File: config.mk
export PLATFORM = sky130hd
export DESIGN_NAME = per_source_failure_lockout_table_core
export DESIGN_NICKNAME = d
export VERILOG_FILES = /design/src/hw/rtl/psflt_pkg.sv /design/src/hw/rtl/psflt_div1000.sv /design/src/hw/rtl/per_source_failure_lockout_table_core.sv
export SDC_FILE = /design/constraint.sdc
export NUM_CORES = 2
export LEC_CHECK = 0
export BUFFER_PORTS_ARGS = -buffer_cell sky130_fd_sc_hd__buf_4
export CAP_MARGIN = 20
export CORE_MARGIN = 2
export CORE_UTILIZATION = 50
export CTS_CLUSTER_DIAMETER = 100
export DETAILED_ROUTE_END_ITERATION = 12
export PLACE_DENSITY = 0.66
export SETUP_SLACK_MARGIN = 0.2
export SLEW_MARGIN = 15
export SYNTH_ARGS = -nofsm -noshare
export SYNTH_HDL_FRONTEND = slang
export SYNTH_SLANG_ARGS = --single-unit
export TNS_END_PERCENT = 5
File: constraint.sdc
create_clock -name clk -period 24.5 [get_ports clk]
set_clock_uncertainty 0.05 [all_clocks]
set_input_delay 3.675 -clock clk [delete_from_list [all_inputs] [get_ports clk]]
set_output_delay 3.675 -clock clk [all_outputs]
set_load 0.02 [all_outputs]
File: src/hw/rtl/psflt_pkg.sv
// shared types, constants and helpers for the failure lockout table
package psflt_pkg;

	localparam int TABLE_ENTRIES_DEF = 16;

	localparam logic [2:0] ACT_CHECK   = 3'd0;
	localparam logic [2:0] ACT_SUCCESS = 3'd1;
	localparam logic [2:0] ACT_FAILURE = 3'd2;
	localparam logic [2:0] ACT_READ    = 3'd3;
	localparam logic [2:0] ACT_UNLOCK  = 3'd4;
	localparam logic [2:0] ACT_CLEAR   = 3'd5;

	localparam logic [1:0] REG_THRESHOLD = 2'd0;
	localparam logic [1:0] REG_FIXED_MS  = 2'd1;
	localparam logic [1:0] REG_BACKOFF   = 2'd2;

	localparam logic [21:0] MASK22 = 22'h3FFFFF;

	typedef struct packed {
		logic [2:0]  action;
		logic [31:0] source_addr;
		logic [47:0] now_us;
	} psflt_in_t;

	typedef struct packed {
		logic        allowed;
		logic [21:0] remaining_ms;
		logic [7:0]  fail_count;
	} psflt_out_t;

	// one table row
	typedef struct packed {
		logic [31:0] key;
		logic [7:0]  count;
		logic [47:0] last_us;
		logic [21:0] len_ms;
		logic        locked;
	} psflt_entry_t;

	function automatic logic [21:0] backoff_ms(input logic [7:0] count);
		logic [21:0] r;
		case (count)
			8'd0, 8'd1: r = 22'd1000;
			8'd2:       r = 22'd5000;
			8'd3:       r = 22'd15000;
			8'd4:       r = 22'd30000;
			8'd5:       r = 22'd60000;
			default:    r = 22'd300000;
		endcase
		return r;
	endfunction

endpackage

File: src/hw/rtl/psflt_div1000.sv
// divide a lock-end difference by 1000 through a reciprocal multiply, saturated to 22 bits
module psflt_div1000 (
	input  logic        clk,
	input  logic        arst_n,
	input  logic        go,
	input  logic [48:0] dividend,
	output logic        done,
	output logic [21:0] quotient
);
	// ceil(2^38 / 1000), exact for every dividend below 2^32
	localparam logic [28:0] RECIP  = 29'd274877907;
	// smallest dividend whose quotient no longer fits in 22 bits
	localparam logic [48:0] SAT_AT = 49'd4194304000;

	logic [31:0] num_s1;
	logic        sat_s1;
	logic        vld_s1;
	logic [60:0] prod_s2;
	logic        sat_s2;

	always_ff @(posedge clk or negedge arst_n) begin
		if (!arst_n) begin
			vld_s1 <= 1'b0;
			done   <= 1'b0;
		end else begin
			vld_s1 <= go;
			done   <= vld_s1;
		end
	end

	always_ff @(posedge clk) begin
		if (go) begin
			num_s1 <= dividend[31:0];
			sat_s1 <= (dividend >= SAT_AT);
		end
		if (vld_s1) begin
			prod_s2 <= 61'(num_s1) * 61'(RECIP);
			sat_s2  <= sat_s1;
		end
	end

	assign quotient = sat_s2 ? psflt_pkg::MASK22 : prod_s2[59:38];
endmodule

File: src/hw/rtl/per_source_failure_lockout_table_core.sv
// top level of the per-source failure lockout table
// a result follows the key scan (one memory read per slot, up to the fill level), then read and
// execute; a locked check adds the divide by 1000. clear all runs a clearing pass over every slot.
// throughput: one item at a time; busy is high from start until the result strobe.
// reset: asynchronous clear of control state, then a clearing pass over every slot during which
// busy stays high. results cannot be stalled by the receiver.
module per_source_failure_lockout_table_core #(
	parameter int TABLE_ENTRIES = psflt_pkg::TABLE_ENTRIES_DEF
) (
	input  logic                   clk,
	input  logic                   arst_n,
	input  logic                   start,
	output logic                   busy,
	input  psflt_pkg::psflt_in_t   in_item,
	output logic                   done,
	output psflt_pkg::psflt_out_t  result,
	input  logic                   cfg_we,
	input  logic [1:0]             cfg_index,
	input  logic [21:0]            cfg_data
);
	localparam int AW = (TABLE_ENTRIES > 1) ? $clog2(TABLE_ENTRIES) : 1;
	localparam int FW = $clog2(TABLE_ENTRIES + 1);
	localparam logic [FW-1:0] FULL = FW'(TABLE_ENTRIES);

	// state codes
	localparam logic [2:0] ST_IDLE  = 3'd0;
	localparam logic [2:0] ST_SCAN  = 3'd1;
	localparam logic [2:0] ST_READ  = 3'd2;
	localparam logic [2:0] ST_EXEC  = 3'd3;
	localparam logic [2:0] ST_DIV   = 3'd4;
	localparam logic [2:0] ST_CLEAR = 3'd5;

	// configuration registers
	logic [7:0]  thresh_q;
	logic [21:0] fixed_q;
	logic        backoff_q;

	always_ff @(posedge clk or negedge arst_n) begin
		if (!arst_n) begin
			thresh_q  <= 8'd5;
			fixed_q   <= 22'd30000;
			backoff_q <= 1'b1;
		end else if (cfg_we) begin
			unique case (cfg_index)
				psflt_pkg::REG_THRESHOLD: thresh_q  <= cfg_data[7:0];
				psflt_pkg::REG_FIXED_MS:  fixed_q   <= cfg_data;
				psflt_pkg::REG_BACKOFF:   backoff_q <= cfg_data[0];
				default: ;
			endcase
		end
	end

	// table memory, one row per slot
	psflt_pkg::psflt_entry_t mem [TABLE_ENTRIES];
	psflt_pkg::psflt_entry_t rd_q;
	logic [AW-1:0]           rd_addr;
	logic                    wr_en;
	logic [AW-1:0]           wr_addr;
	psflt_pkg::psflt_entry_t wr_data;

	always_ff @(posedge clk) begin
		if (wr_en)
			mem[wr_addr] <= wr_data;
		rd_q <= mem[rd_addr];
	end

	logic [2:0]            state_q;
	psflt_pkg::psflt_in_t  item_q;
	logic [FW-1:0]         fill_q;
	logic [AW-1:0]         oldest_q;
	logic [FW-1:0]         idx_q;    // scan pointer
	logic                  rvld_q;   // rd_q holds slot idx_q - 1
	logic [AW-1:0]         slot_q;
	logic                  hit_q;
	logic                  start_pend_q;
	logic                  div_go;
	logic                  div_done;
	logic [48:0]           div_in;
	logic [21:0]           div_quo;
	logic [48:0]           lock_end; // one bit above the time width, the sum can carry
	logic [7:0]            cnt_inc;
	logic [AW-1:0]         fail_slot;
	logic [AW-1:0]         rd_slot;

	assign rd_slot   = AW'(idx_q - FW'(1));
	assign lock_end  = {1'b0, rd_q.last_us} + 49'(rd_q.len_ms * 32'd1000);
	assign cnt_inc   = (hit_q ? rd_q.count : 8'd0) + 8'd1;
	assign fail_slot = hit_q ? slot_q : ((fill_q < FULL) ? AW'(fill_q) : oldest_q);
	assign div_in    = lock_end - {1'b0, item_q.now_us};
	assign busy      = (state_q != ST_IDLE);

	// the found row stays on the read port until the result is out
	always_comb begin
		rd_addr = AW'(idx_q);
		if (state_q == ST_READ || state_q == ST_EXEC || state_q == ST_DIV)
			rd_addr = slot_q;
	end

	always_comb begin
		wr_en   = 1'b0;
		wr_addr = slot_q;
		wr_data = rd_q;
		div_go  = 1'b0;
		if (state_q == ST_CLEAR) begin
			wr_en   = 1'b1;
			wr_addr = AW'(idx_q);
			wr_data = '0;
		end else if (state_q == ST_EXEC) begin
			case (item_q.action)
				psflt_pkg::ACT_CHECK: begin
					if (hit_q && rd_q.locked) begin
						if ({1'b0, item_q.now_us} >= lock_end) begin
							wr_en          = 1'b1;
							wr_data.locked = 1'b0;
							wr_data.count  = 8'd0;
						end else begin
							div_go = 1'b1;
						end
					end
				end
				psflt_pkg::ACT_SUCCESS, psflt_pkg::ACT_UNLOCK: begin
					if (hit_q) begin
						wr_en          = 1'b1;
						wr_data.count  = 8'd0;
						wr_data.locked = 1'b0;
						wr_data.len_ms = 22'd0;
					end
				end
				psflt_pkg::ACT_FAILURE: begin
					wr_en   = 1'b1;
					wr_addr = fail_slot;
					if (!hit_q) begin
						wr_data     = '0;
						wr_data.key = item_q.source_addr;
					end
					wr_data.count   = cnt_inc;
					wr_data.last_us = item_q.now_us;
					if (cnt_inc >= thresh_q) begin
						wr_data.locked = 1'b1;
						wr_data.len_ms = backoff_q ? psflt_pkg::backoff_ms(cnt_inc) : fixed_q;
					end
				end
				default: ;
			endcase
		end
	end

	psflt_div1000 u_div (
		.clk      (clk),
		.arst_n   (arst_n),
		.go       (div_go),
		.dividend (div_in),
		.done     (div_done),
		.quotient (div_quo)
	);

	always_ff @(posedge clk or negedge arst_n) begin
		if (!arst_n) begin
			state_q  <= ST_CLEAR;
			idx_q    <= '0;
			fill_q   <= '0;
			oldest_q <= '0;
			rvld_q   <= 1'b0;
			hit_q    <= 1'b0;
			slot_q   <= '0;
		end else begin
			unique case (state_q)
				ST_IDLE: begin
					if (start) begin
						idx_q  <= '0;
						rvld_q <= 1'b0;
						hit_q  <= 1'b0;
						state_q <= (in_item.action == psflt_pkg::ACT_CLEAR) ? ST_CLEAR : ST_SCAN;
					end
				end
				ST_SCAN: begin
					// compare the row read last cycle, issue the next read
					if (rvld_q && rd_q.key == item_q.source_addr) begin
						hit_q   <= 1'b1;
						slot_q  <= rd_slot;
						state_q <= ST_READ;
					end else if (idx_q >= fill_q) begin
						state_q <= ST_READ;
					end else begin
						idx_q  <= idx_q + FW'(1);
						rvld_q <= 1'b1;
					end
				end
				ST_READ: state_q <= ST_EXEC;
				ST_EXEC: begin
					if (div_go) begin
						state_q <= ST_DIV;
					end else begin
						state_q <= ST_IDLE;
						if (item_q.action == psflt_pkg::ACT_FAILURE && !hit_q) begin
							if (fill_q < FULL)
								fill_q <= fill_q + FW'(1);
							else
								oldest_q <= (oldest_q == AW'(TABLE_ENTRIES - 1)) ? '0
								           : oldest_q + AW'(1);
						end
					end
				end
				ST_DIV: begin
					if (div_done)
						state_q <= ST_IDLE;
				end
				ST_CLEAR: begin
					if (idx_q == FW'(TABLE_ENTRIES - 1)) begin
						fill_q   <= '0;
						oldest_q <= '0;
						idx_q    <= '0;
						state_q  <= ST_IDLE;
					end else begin
						idx_q <= idx_q + FW'(1);
					end
				end
				default: state_q <= ST_IDLE;
			endcase
		end
	end

	// result strobe: end of execute, end of the divide, or end of a clear-all pass
	always_ff @(posedge clk or negedge arst_n) begin
		if (!arst_n)
			done <= 1'b0;
		else
			done <= (state_q == ST_EXEC && !div_go) || (state_q == ST_DIV && div_done)
			        || (state_q == ST_CLEAR && idx_q == FW'(TABLE_ENTRIES - 1) && start_pend_q);
	end

	// marks a clear-all transfer, as opposed to the clearing pass after reset
	always_ff @(posedge clk or negedge arst_n) begin
		if (!arst_n)
			start_pend_q <= 1'b0;
		else if (state_q == ST_IDLE && start)
			start_pend_q <= (in_item.action == psflt_pkg::ACT_CLEAR);
	end

	always_ff @(posedge clk) begin
		if (state_q == ST_IDLE && start)
			item_q <= in_item;
	end

	// result assembly
	always_ff @(posedge clk) begin
		if (state_q == ST_CLEAR) begin
			result <= '{allowed: 1'b1, remaining_ms: 22'd0, fail_count: 8'd0};
		end else if (state_q == ST_DIV) begin
			result.allowed      <= 1'b0;
			result.remaining_ms <= div_quo;
			result.fail_count   <= rd_q.count;
		end else if (state_q == ST_EXEC) begin
			result.allowed      <= 1'b1;
			result.remaining_ms <= 22'd0;
			case (item_q.action)
				psflt_pkg::ACT_FAILURE:                       result.fail_count <= cnt_inc;
				psflt_pkg::ACT_SUCCESS, psflt_pkg::ACT_UNLOCK: result.fail_count <= 8'd0;
				default: result.fail_count <= hit_q ? wr_data.count : 8'd0;
			endcase
		end
	end

	a_done_from_busy: assert property (@(posedge clk) disable iff (!arst_n)
		done |-> $past(busy)) else $error("result without a transfer in flight");
	a_fill_bound: assert property (@(posedge clk) disable iff (!arst_n)
		fill_q <= FULL) else $error("fill level beyond table size");
	a_div_in_div: assert property (@(posedge clk) disable iff (!arst_n)
		div_done |-> state_q == ST_DIV) else $error("divider finished outside wait");
endmodule
==> metrics.cfg <==
[detailed_routing]
via_count = 68780
drc = 0
routed_wl_mm = 275.8
firstDrtPassIters = 6
antenna_left = 0
wl_per_cell_um = 23.40
viasPerCell = 5.835
drt_iter0_markers = 6906

[timing]
max_freq_ghz = 0.07472
slew_headroom_pct = 19.01
fin_crit_sh_pct = 54.63
fin_tns_setup_ns = 0
hold_viol_final = 0
holdWs_ns = 0.4251
rsz0062_at_grt = false
setup_viol = 0
period_needed_ns = 13.38
final_max_slew_viol_count = 0
tightest_slew_ns = 1.215

[hold_path]
min-delay-start = result[15]
holdCritPathClass = reg -> reg

[placed_design]
place_inst = 11340
gp_congestion = 0.9346
place_hpwl_mm = 160.4
port_buffers = 143

[outcome]
status = finished clean

[setup_path]
critical_path_class = reg -> reg
cp_slowest_cell = nor3_2
path_buf_inv = 6
rr_startpoint = rd_q[3]
endpoint_kind = register
arrival_ns = 13.81
crit_start = rd_q[3]
crit_family = compound AO/OA/AOI/OAI gates
crit_required_ns = 24.92
critical-path-max-stage-delay_ns = 0.94
worstSetupStartpointType = register
crit_top_cell = a21o_1
critPathMaxFanout = 45

[power_and_ir_drop]
p_leak_uw = 0.04289
p_seq_share_pct = 54.0
clkPwrFrac_pct = 45.4
switching_share_pct = 19.76
power.internal_uw = 5797
irDropWorstVdd_mv = 0.07080
p_sw_uw = 1428
p_comb_share_pct = 0.6
p_per_area_nw_per_um2 = 62.31

[cts]
cts_tree = built
clock_latency_ns = 0.88
clk_pin_slew_worst_paths_ns = 0.06
cts_root_buffer = clkbuf_16
cts_htree_levels = 4
hold_buffers = 0
clock-sinks = 2115
cts_resized = 0
post_cts_buffers = 0
cts-buffers-inserted = 211
clockBufferDepth = 3

[die]
die_h_um = 461.1
die_area_sq_um = 212600
initial_core_util_pct = 50.39
fp.dieW_um = 461.1
rows = 167
io_pins = 144
core_sq_um = 207300

[synthesis]
synth_nets = 9801
netlist_instances = 8758
syn_avg_cell_area_sq_um = 11.93
yosys.area.top_type = edfxtp_1
synthTopCellsByArea = edfxtp_1 55%, nand2_1 7.5%, fa_1 7.2%, ha_1 6.6%, dfxtp_1 2.7%
synth-async-reset-ratio_pct = 2.742
netlist_area_sq_um = 104500
synth_edf_count = 1915
ys_warn_count = 0
synth_top_area_share_pct = 55.05
synthFlopType = edfxtp_1
ys_seq_elements = 2115
synth_cell_types = 77
ys_seq_area_share_pct = 59.18

[job]
cap_violations = 0

[global_routing]
grt.overflow.total = 0
grt_pass1_vias = 67460
antenna_found_initial = 10
grtUsageTotal_pct = 25.75
grt_max_degree = 197
grt_pass1_wl_mm = 415.2

[cells_and_area]
drive_gt1_share_pct = 8.004
mostFrequentLayoutCell = nand2_1
fin_cells = 11790
layout_common_cells = 2092 x nand2_1, 1915 x edfxtp_1, 645 x inv_1
syn2layout_area_growth_pct = 11.01
nNetsFinal = 9852

## Yosys cell counts (all sizes together) (163+ instances only)
cell type and n:
nand2 2093, edfxtp 1915, inv 645, ha 554, clkbuf 394, fa 378, a21oi 361, and3 347
nand3 274, a31oi 241, a311oi 225, nor2 163
## cell type report
| cell class | instances | area (sq um) |
|---|---|---|
| repair buffers | 286 | 2355 |
| clock inverters | 131 | 1444 |
| flip-flops and latches | 2115 | 61820 |
| inverters | 645 | 2421 |
| well taps | 2788 | 3488 |
| multi-input cells | 5550 | 38790 |
| diodes | 3 | 7.507 |
| fillers | 16980 | 91330 |
| clock buffers | 269 | 5630 |
## per-layer routing
layer  up-vias  wire length, um  track usage [%]
met2      2662           129400            41.15
met4         0             8326            7.965
met3       456            21890            4.138
met5         -                0                0
li1      31300                -                -
met1     34360           116200            36.26
## kinds of logic (layout without fill, tap and decap cells)
family / after synthesis / in the layout / synth area share [%]
buffers and inverters: 1093 / 1331 / 3.957
adder cells (fa/ha/maj): 932 / 932 / 13.88
flip-flops: 2115 / 2115 / 59.18
XOR/XNOR: 166 / 166 / 1.392
multiplexers: 44 / 44 / 0.4588
other: 0 / 3 / 0
AO/OA/AOI/OAI: 1298 / 1298 / 8.268
AND/OR/NAND/NOR: 3110 / 3110 / 12.86
## worst paths after layout
check | endpoint | slack (ns) | cells past startpoint
setup / recovery | mem[12][60] | 11.12 | 42
hold / removal | result[15] | 0.43 | 2
setup reg to reg | mem[12][60] | 11.12 | 42
hold reg to reg | result[15] | 0.43 | 2
max in group asynchronous | fixed_q[11] | 20.93 | 1
min in group asynchronous | idx_q[2] | 2.84 | 1
## through the flow
step	power (uW)	setup slack, ns	area (sq um)	util, %
detailed placement	4025	11.17	108500	52.35
CTS	7269	11.04	115600	55.77
finish	7225	11.12	116000	55.94
global route	7409	10.22	115900	55.94
global placement	4024	10.67	108500	52.33
floorplan	3986	7.546	104500	-
## tightest hold or removal path: cells and delay by family, from the launching register on
| kind | cells | cell delay [ns] |
|---|---|---|
| compound gates | 1 | 0.06 |
| flops | 1 | 0.32 |
| simple gates | 1 | 0.05 |
## sequential cells by signal, indices dropped and copies added, names as in the netlist, 8 cells and up
signal         cells
item_q            83
result            31
rd_q             111
u_div.prod_s2     22
thresh_q           8
mem             1776
fixed_q           22
u_div.num_s1      32
## power by group through the flow
| stage | registers [uW] | logic [uW] | clock network [uW] |
|---|---|---|---|
| 6_report | 3900 | 44.2 | 3280 |
| 5_1_grt | 3900 | 47.3 | 3460 |
| 4_1_cts | 3900 | 44.0 | 3320 |
| 3_5_place_dp | 3980 | 43.6 | 0 |
| 3_3_place_gp | 3980 | 43.0 | 0 |
| 2_1_floorplan | 3970 | 18.0 | 0 |
Power figures use the tool's default switching activity.
